$ cat src/sv/b64e_pkg.sv
// Package for the unpadded Base64 encoder: payload structs, phase codes,
// queue sizing and the sextet-to-ASCII alphabet function.
// No dependencies.
package b64e_pkg;

    // Position of the next byte inside its three-byte group.
    localparam logic [1:0] PH_FIRST  = 2'd0;
    localparam logic [1:0] PH_SECOND = 2'd1;
    localparam logic [1:0] PH_THIRD  = 2'd2;

    // Depth of the queue between the byte classifier and the character emitter.
    localparam int QueueDepth = 4;
    localparam int QPtrW      = $clog2(QueueDepth);
    localparam int QCntW      = $clog2(QueueDepth + 1);

    typedef struct packed {
        logic [7:0] data_byte;
        logic       is_last;
    } t_b64_in;

    typedef struct packed {
        logic [6:0] out_char;
        logic       out_last;
    } t_b64_out;

    // One classified byte: one or two sextets still to be turned into characters.
    typedef struct packed {
        logic [5:0] sext0;
        logic [5:0] sext1;
        logic       two;
        logic       last;
    } t_b64_entry;

    // Maps a sextet onto the standard Base64 alphabet.
    function automatic logic [6:0] sextet_to_ascii(input logic [5:0] s);
        logic [6:0] v;
        v = {1'b0, s};
        if (s < 6'd26) begin
            sextet_to_ascii = 7'h41 + v;
        end else if (s < 6'd52) begin
            sextet_to_ascii = 7'h61 + v - 7'd26;
        end else if (s < 6'd62) begin
            sextet_to_ascii = 7'h30 + v - 7'd52;
        end else if (s == 6'd62) begin
            sextet_to_ascii = 7'h2b;
        end else begin
            sextet_to_ascii = 7'h2f;
        end
    endfunction

endpackage

$ cat src/sv/base64_encoder_unpadded.sv
// Top level of the unpadded Base64 encoder.
// Depends on b64e_pkg, b64e_front, b64e_queue and b64e_back.
//
// Usage:
// The input channel (i_valid, i_data, o_stall) takes one raw byte per word,
// with is_last marking the final byte of a string. The output channel
// (o_valid, o_data, i_stall) delivers one Base64 character per word, with
// out_last set on the final character of the encoded string. No '=' padding
// is produced: a trailing one- or two-byte group yields two or three
// characters with the remaining bits zero filled.
// Each byte is first written into the queue; its first character is then
// loaded into the output register. Throughput is set by the output register,
// which presents one character per cycle while i_stall is low: bytes that
// give one character flow at one per cycle, bytes that give two hold the
// queue head for both characters. A four-entry queue between the byte
// classifier and the character emitter absorbs the difference.
// Reset clears the group phase and carry bits, empties the queue and drops
// the output register. When the receiver stalls, the current character holds
// steady; the queue keeps taking bytes until it fills, then o_stall rises.
module base64_encoder_unpadded import b64e_pkg::*; (
    input  logic     i_clk,
    input  logic     i_rst_n,
    input  logic     i_valid,
    input  t_b64_in  i_data,
    output logic     o_stall,
    output logic     o_valid,
    output t_b64_out o_data,
    input  logic     i_stall
);

    // Front end to queue.
    logic       w_push;
    t_b64_entry w_push_entry;
    logic       w_full;

    // Queue to back end.
    logic       w_q_valid;
    t_b64_entry w_q_entry;
    logic       w_pop;

    // Classifies each byte by its place in the group and splits out the sextets.
    b64e_front u_front (
        .i_clk    (i_clk),
        .i_rst_n  (i_rst_n),
        .i_valid  (i_valid),
        .i_data   (i_data),
        .i_q_full (w_full),
        .o_stall  (o_stall),
        .o_push   (w_push),
        .o_entry  (w_push_entry)
    );

    b64e_queue u_queue (
        .i_clk    (i_clk),
        .i_rst_n  (i_rst_n),
        .i_push   (w_push),
        .i_entry  (w_push_entry),
        .i_pop    (w_pop),
        .o_full   (w_full),
        .o_valid  (w_q_valid),
        .o_entry  (w_q_entry)
    );

    // Emits the characters of each queued byte, one per cycle while i_stall is low.
    b64e_back u_back (
        .i_clk     (i_clk),
        .i_rst_n   (i_rst_n),
        .i_q_valid (w_q_valid),
        .i_entry   (w_q_entry),
        .i_stall   (i_stall),
        .o_pop     (w_pop),
        .o_valid   (o_valid),
        .o_data    (o_data)
    );

`ifndef SYNTHESIS
    // The front end must never write into a full queue.
    a_no_overflow: assert property (@(posedge i_clk) disable iff (!i_rst_n)
        !(w_push && w_full))
        else $error("queue written while full");

    // The back end only pops a queue that holds an entry.
    a_no_underflow: assert property (@(posedge i_clk) disable iff (!i_rst_n)
        w_pop |-> w_q_valid)
        else $error("queue popped while empty");

    // Every character shown belongs to the Base64 alphabet.
    a_alphabet: assert property (@(posedge i_clk) disable iff (!i_rst_n)
        o_valid |-> ((o_data.out_char >= 7'h41 && o_data.out_char <= 7'h5a) ||
                     (o_data.out_char >= 7'h61 && o_data.out_char <= 7'h7a) ||
                     (o_data.out_char >= 7'h30 && o_data.out_char <= 7'h39) ||
                     o_data.out_char == 7'h2b || o_data.out_char == 7'h2f))
        else $error("character outside the Base64 alphabet");
`endif

endmodule

$ cat src/sv/b64e_front.sv
// Front end of the Base64 encoder: accepts bytes, tracks the group phase
// and carry bits, and splits each byte into one or two sextets.
// Depends on b64e_pkg.
module b64e_front import b64e_pkg::*; (
    input  logic       i_clk,
    input  logic       i_rst_n,
    input  logic       i_valid,
    input  t_b64_in    i_data,
    input  logic       i_q_full,
    output logic       o_stall,
    output logic       o_push,
    output t_b64_entry o_entry
);

    logic [1:0] r_phase, n_phase;
    logic [3:0] r_carry, n_carry;
    logic [7:0] w_byte;
    logic       w_last;

    assign w_byte  = i_data.data_byte;
    assign w_last  = i_data.is_last;
    assign o_stall = i_q_full;
    assign o_push  = i_valid && !i_q_full;

    always_comb begin
        o_entry.last = w_last;
        unique case (r_phase)
            PH_SECOND: begin
                o_entry.sext0 = {r_carry[1:0], w_byte[7:4]};
                o_entry.sext1 = {w_byte[3:0], 2'b00};
                o_entry.two   = w_last;
                n_phase       = PH_THIRD;
                n_carry       = w_byte[3:0];
            end
            PH_THIRD: begin
                o_entry.sext0 = {r_carry, w_byte[7:6]};
                o_entry.sext1 = w_byte[5:0];
                o_entry.two   = 1'b1;
                n_phase       = PH_FIRST;
                n_carry       = 4'd0;
            end
            default: begin
                // The first byte of a group, and the unused phase code.
                o_entry.sext0 = w_byte[7:2];
                o_entry.sext1 = {w_byte[1:0], 4'b0000};
                o_entry.two   = w_last;
                n_phase       = PH_SECOND;
                n_carry       = {2'b00, w_byte[1:0]};
            end
        endcase
        if (w_last) begin
            n_phase = PH_FIRST;
            n_carry = 4'd0;
        end
    end

    always_ff @(posedge i_clk) begin
        if (!i_rst_n) begin
            r_phase <= PH_FIRST;
            r_carry <= 4'd0;
        end else if (o_push) begin
            r_phase <= n_phase;
            r_carry <= n_carry;
        end
    end

endmodule

$ cat src/sv/b64e_queue.sv
// Short queue of classified bytes between the encoder front and back ends.
// Depends on b64e_pkg.
module b64e_queue import b64e_pkg::*; (
    input  logic       i_clk,
    input  logic       i_rst_n,
    input  logic       i_push,
    input  t_b64_entry i_entry,
    input  logic       i_pop,
    output logic       o_full,
    output logic       o_valid,
    output t_b64_entry o_entry
);

    t_b64_entry             r_mem [QueueDepth];
    logic [QPtrW-1:0]       r_wr_ptr, r_rd_ptr;
    logic [QCntW-1:0]       r_count;

    assign o_full  = (r_count == QCntW'(QueueDepth));
    assign o_valid = (r_count != '0);
    assign o_entry = r_mem[r_rd_ptr];

    always_ff @(posedge i_clk) begin
        if (i_push) begin
            r_mem[r_wr_ptr] <= i_entry;
        end
    end

    always_ff @(posedge i_clk) begin
        if (!i_rst_n) begin
            r_wr_ptr <= '0;
            r_rd_ptr <= '0;
            r_count  <= '0;
        end else begin
            if (i_push) begin
                r_wr_ptr <= r_wr_ptr + QPtrW'(1);
            end
            if (i_pop) begin
                r_rd_ptr <= r_rd_ptr + QPtrW'(1);
            end
            r_count <= r_count + QCntW'(i_push) - QCntW'(i_pop);
        end
    end

endmodule

$ cat src/sv/b64e_back.sv
// Back end of the Base64 encoder: takes classified bytes from the queue and
// emits one character per cycle into the output register unless the receiver stalls.
// Depends on b64e_pkg.
module b64e_back import b64e_pkg::*; (
    input  logic       i_clk,
    input  logic       i_rst_n,
    input  logic       i_q_valid,
    input  t_b64_entry i_entry,
    input  logic       i_stall,
    output logic       o_pop,
    output logic       o_valid,
    output t_b64_out   o_data
);

    logic       r_valid;
    t_b64_out   r_data, n_data;
    logic       r_half;
    logic       w_load;
    logic [5:0] w_sext;

    assign w_load  = i_q_valid && (!r_valid || !i_stall);
    assign o_pop   = w_load && (r_half || !i_entry.two);
    assign w_sext  = r_half ? i_entry.sext1 : i_entry.sext0;
    assign o_valid = r_valid;
    assign o_data  = r_data;

    always_comb begin
        n_data.out_char = sextet_to_ascii(w_sext);
        n_data.out_last = i_entry.last && (r_half || !i_entry.two);
    end

    always_ff @(posedge i_clk) begin
        if (w_load) begin
            r_data <= n_data;
        end
    end

    always_ff @(posedge i_clk) begin
        if (!i_rst_n) begin
            r_valid <= 1'b0;
            r_half  <= 1'b0;
        end else begin
            if (w_load) begin
                r_valid <= 1'b1;
                r_half  <= i_entry.two && !r_half;
            end else if (!i_stall) begin
                r_valid <= 1'b0;
            end
        end
    end

endmodule

$ cat config.mk
export PLATFORM = sky130hd
export DESIGN_NAME = base64_encoder_unpadded
export DESIGN_NICKNAME = d
export VERILOG_FILES = /design/src/sv/b64e_pkg.sv /design/src/sv/base64_encoder_unpadded.sv /design/src/sv/b64e_front.sv /design/src/sv/b64e_queue.sv /design/src/sv/b64e_back.sv
export SDC_FILE = /design/constraint.sdc
export NUM_CORES = 1
export LEC_CHECK = 0
export ABC_AREA = 1
export BUFFER_PORTS_ARGS = -buffer_cell sky130_fd_sc_hd__buf_2
export CAP_MARGIN = 20
export CORE_UTILIZATION = 30
export DETAILED_ROUTE_END_ITERATION = 8
export PLACE_DENSITY = 0.43
export SETUP_SLACK_MARGIN = 0.1
export SYNTH_ARGS = -nofsm -noshare
export SYNTH_HDL_FRONTEND = slang
export SYNTH_SLANG_ARGS = --single-unit
$ cat constraint.sdc
create_clock -name i_clk -period 4.7 [get_ports i_clk]
set_input_delay 0.94 -clock i_clk [delete_from_list [all_inputs] [get_ports i_clk]]
set_output_delay 0.94 -clock i_clk [all_outputs]
set_load 0.02 [all_outputs]
==> reports/qor.csv <==
metric,value,unit
outcome,"finished, final reports clean",
placementRows,42,
layout_common_cells,"sky130_fd_sc_hd__nand2_1 (113), sky130_fd_sc_hd__inv_1 (69), sky130_fd_sc_hd__edfxtp_1 (64), sky130_fd_sc_hd__nand3_1 (35), sky130_fd_sc_hd__nor2_1 (26)",
layout.filler_cells,1377,
synth-seq-cells,81,
clock_tree.root_cell,sky130_fd_sc_hd__clkbuf_16,
route.detailed.wl_per_inst,13.38,µm
crit_path_cell_trace,clkinv_2 > o21ai_1 > o22ai_2 > a21boi_4 > ha_1 > inv_1 > ha_1 > inv_1 > fa_1 > o21ai_0 > a21oi_1,
power.leakage,2.021,nW
fin_crit,2.831,ns
grt.total_usage,13.94,%
min_path_cells,2,
cts_buffer_depth,2,
nNetsFinal,499,
finalHoldViolations,0,
area_growth,13.07,%
route.vias.total,2848,
finalCritPeriodShare,60.23,%
slew_headroom,41.52,%
dieHeight,118.9,µm
diodes,0,
cts.reportedPaths.clkPinSlew,0.06,ns
timing.critical_path.arrival,3.06,ns
number_of_antenna_violations_at_the_first_check_in_global_routing,0,
synth.largest_area_cell,sky130_fd_sc_hd__edfxtp_1,
detail_route.iter0.violations,108,
worstHoldPathType,reg2reg,
post_synth_num_cell_types,34,
vdd_ir_drop_max,0.1658,mV
drtAntennaViolNets,0,
cpMaxStageDelayCell,sky130_fd_sc_hd__dfxtp_1,
grt_start_max_net_pins,31,
cp.buffers_inverters,3,
postSynthAreaPerCell,9.208,µm²
worst-slew-pin-transition,0.8762,ns
die_area,14130,µm²
critical_path.max_fanout,17,
cp_top_family,adder cells,
post_drt_via_cell_ratio,4.382,
area_contributors_post_synth,"sky130_fd_sc_hd__edfxtp_1 (47%), sky130_fd_sc_hd__nand2_1 (10%), sky130_fd_sc_hd__dfxtp_1 (8.3%)",
min-delay-start,u_front.r_carry[2],
critical_path.startpoint_type,flip-flop,
grt_first_pass_wirelength,14770,µm
preCtsSetupSlack,1.736,ns
grt_setup_unrepaired,false,
dieWidth,118.9,µm
cellPowerDensity,674.3,nW/µm²
regToRegSetupSlack,1.87,ns
setup.worst_path.class,reg2reg,
synth_area,4098,µm²
detailed_place_hpwl,6155,µm
layout_commonest_cell,sky130_fd_sc_hd__nand2_1,
cts.sinks,81,
max_freq,353.2,MHz
post_route_cells_drive_above_1_share,14.35,%
first_global_vias,2870,
setup_total_negative_slack,0,ns
synth.yosys.seq_area_share,55.21,%
area_of_all_placed_cells_without_fillers,4633,µm²
yosysWarningCount,0,
min_delay_worst_endpoint,u_front.r_carry[2],
cts-buffers-inserted,9,
total_power,0.003124,W
max-cap-violations,0,
io_buffers,22,
timing.final.ws_setup,1.869,ns
clock_tree.htree_level_count,3,
slew_violations,0,
grt.overflow.total,0,
endpoint_kind,flip-flop,
postCtsHoldBufs,0,
remaining_drc_errors,0,
proportion_of_netlist_area_held_by_the_largest_area_contributor,46.90,%
finalClockSkew,0.004922,ns
endpoint_required_time_on_the_critical_path,4.93,ns
firstDrtPassIters,4,
cell_count_after_synthesis,445,
post-cts-setup-buffers,0,
finalWirelength,8699,µm
setup-violations-final,0,
cts.repair.resized,0,
placedInstanceArea,4373,µm²
core_area,13300,µm²
ios,23,
floorplan.initialDensity,30.82,%
worst_skew_pair.late_latency,0.34,ns
synthesis.nets,474,
regToRegEndpoint,u_queue.r_count[2],
finalWeightedCongestion,0.8035,
r2r_cells,11,
cp_slowest_stage_delay,0.74,ns
tritoncts,yes,
## cell usage after synthesis, drive strengths merged
cell,n
nand3,39
a22oi,2
nand4,1
nor2,33
a21oi,25
o21ai,21
o22ai,2
nand3b,1
clkinv,2
xnor2,2
ha,15
or2,1
xor2,1
buf,9
nand2,122
inv,74
a21boi,1
dfxtp,17
a31oi,1
o211a,1
nor3,3
a211oi,2
clkbuf,5
fa,1
edfxtp,64
## final cells by class
type                    instances  area (µm²)  area share (%)
inverters                      76       287.8           6.211
flip-flops and latches         81        2262           48.83
clock buffers                  10       229.0           4.942
clock inverters                 5       23.77          0.5131
multi-input cells             274        1455           31.41
repair buffers                 28       155.1           3.349
well taps                     176       220.2           4.753
## logic make-up after synthesis
group	share of synthesized area, %
AND/OR/NAND/NOR	22.08
flip-flops	55.21
adder cells (fa/ha/maj)	5.069
XOR/XNOR	0.6413
buffers and inverters	9.344
AO/OA/AOI/OAI	7.664
## flip-flops by register name, summed over array words and instances, names as in the netlist, 2 cells and up, named ones only
signal and cells:
u_back.o_data 8, u_front.r_carry 4, u_front.r_phase 2, u_queue.r_count 3, u_queue.r_mem 56, u_queue.r_rd_ptr 2
u_queue.r_wr_ptr 2
## per-layer routing
| metal | vias to the layer above | track usage (%) | share of wire (%) |
|---|---|---|---|
| met1 | 1311 | 17.94 | 49 |
| li1 | 1484 | - | - |
| met5 | - | 0 | 0 |
| met3 | 13 | 3.544 | 3.7 |
| met2 | 40 | 22.30 | 46 |
| met4 | 0 | 5.696 | 1.7 |
## worst max-delay path by stage
stage	from	depth (start not counted)	slack [ns]	to
after detailed placement	i_stall	13	1.74	u_queue.r_count[2]
after CTS	flip-flop	11	1.81	u_queue.r_count[2]
final	flip-flop	11	1.87	u_queue.r_count[2]
after global routing	flip-flop	11	1.59	u_queue.r_count[2]
after global placement	i_stall	13	1.77	u_queue.r_count[2]
after floorplan	i_stall	11	1.62	u_queue.r_count[2]
## where the power goes
group	internal [W]	switching [W]
Clock	0.000348	0.000260
Sequential	0.00100	0.0000711
Combinational	0.000476	0.000969
Total	0.00182	0.00130
## worst min-delay path, delay by kind of cell (launching register included)
kind             cells  cell delay (ns)
flip-flops           1             0.31
AND/OR/NAND/NOR      2             0.15
## per-stage QoR
step                      hold WS, ns  util (%)  instances
final                          0.4973     34.85        650
after global routing           0.5309     34.85        650
after CTS                      0.4861     34.79        649
after detailed placement       0.4777     32.89        634
after global placement         0.4719     32.89        634
after floorplan                0.4422         -        445
Note: power is estimated with default switching activity, not from simulation.
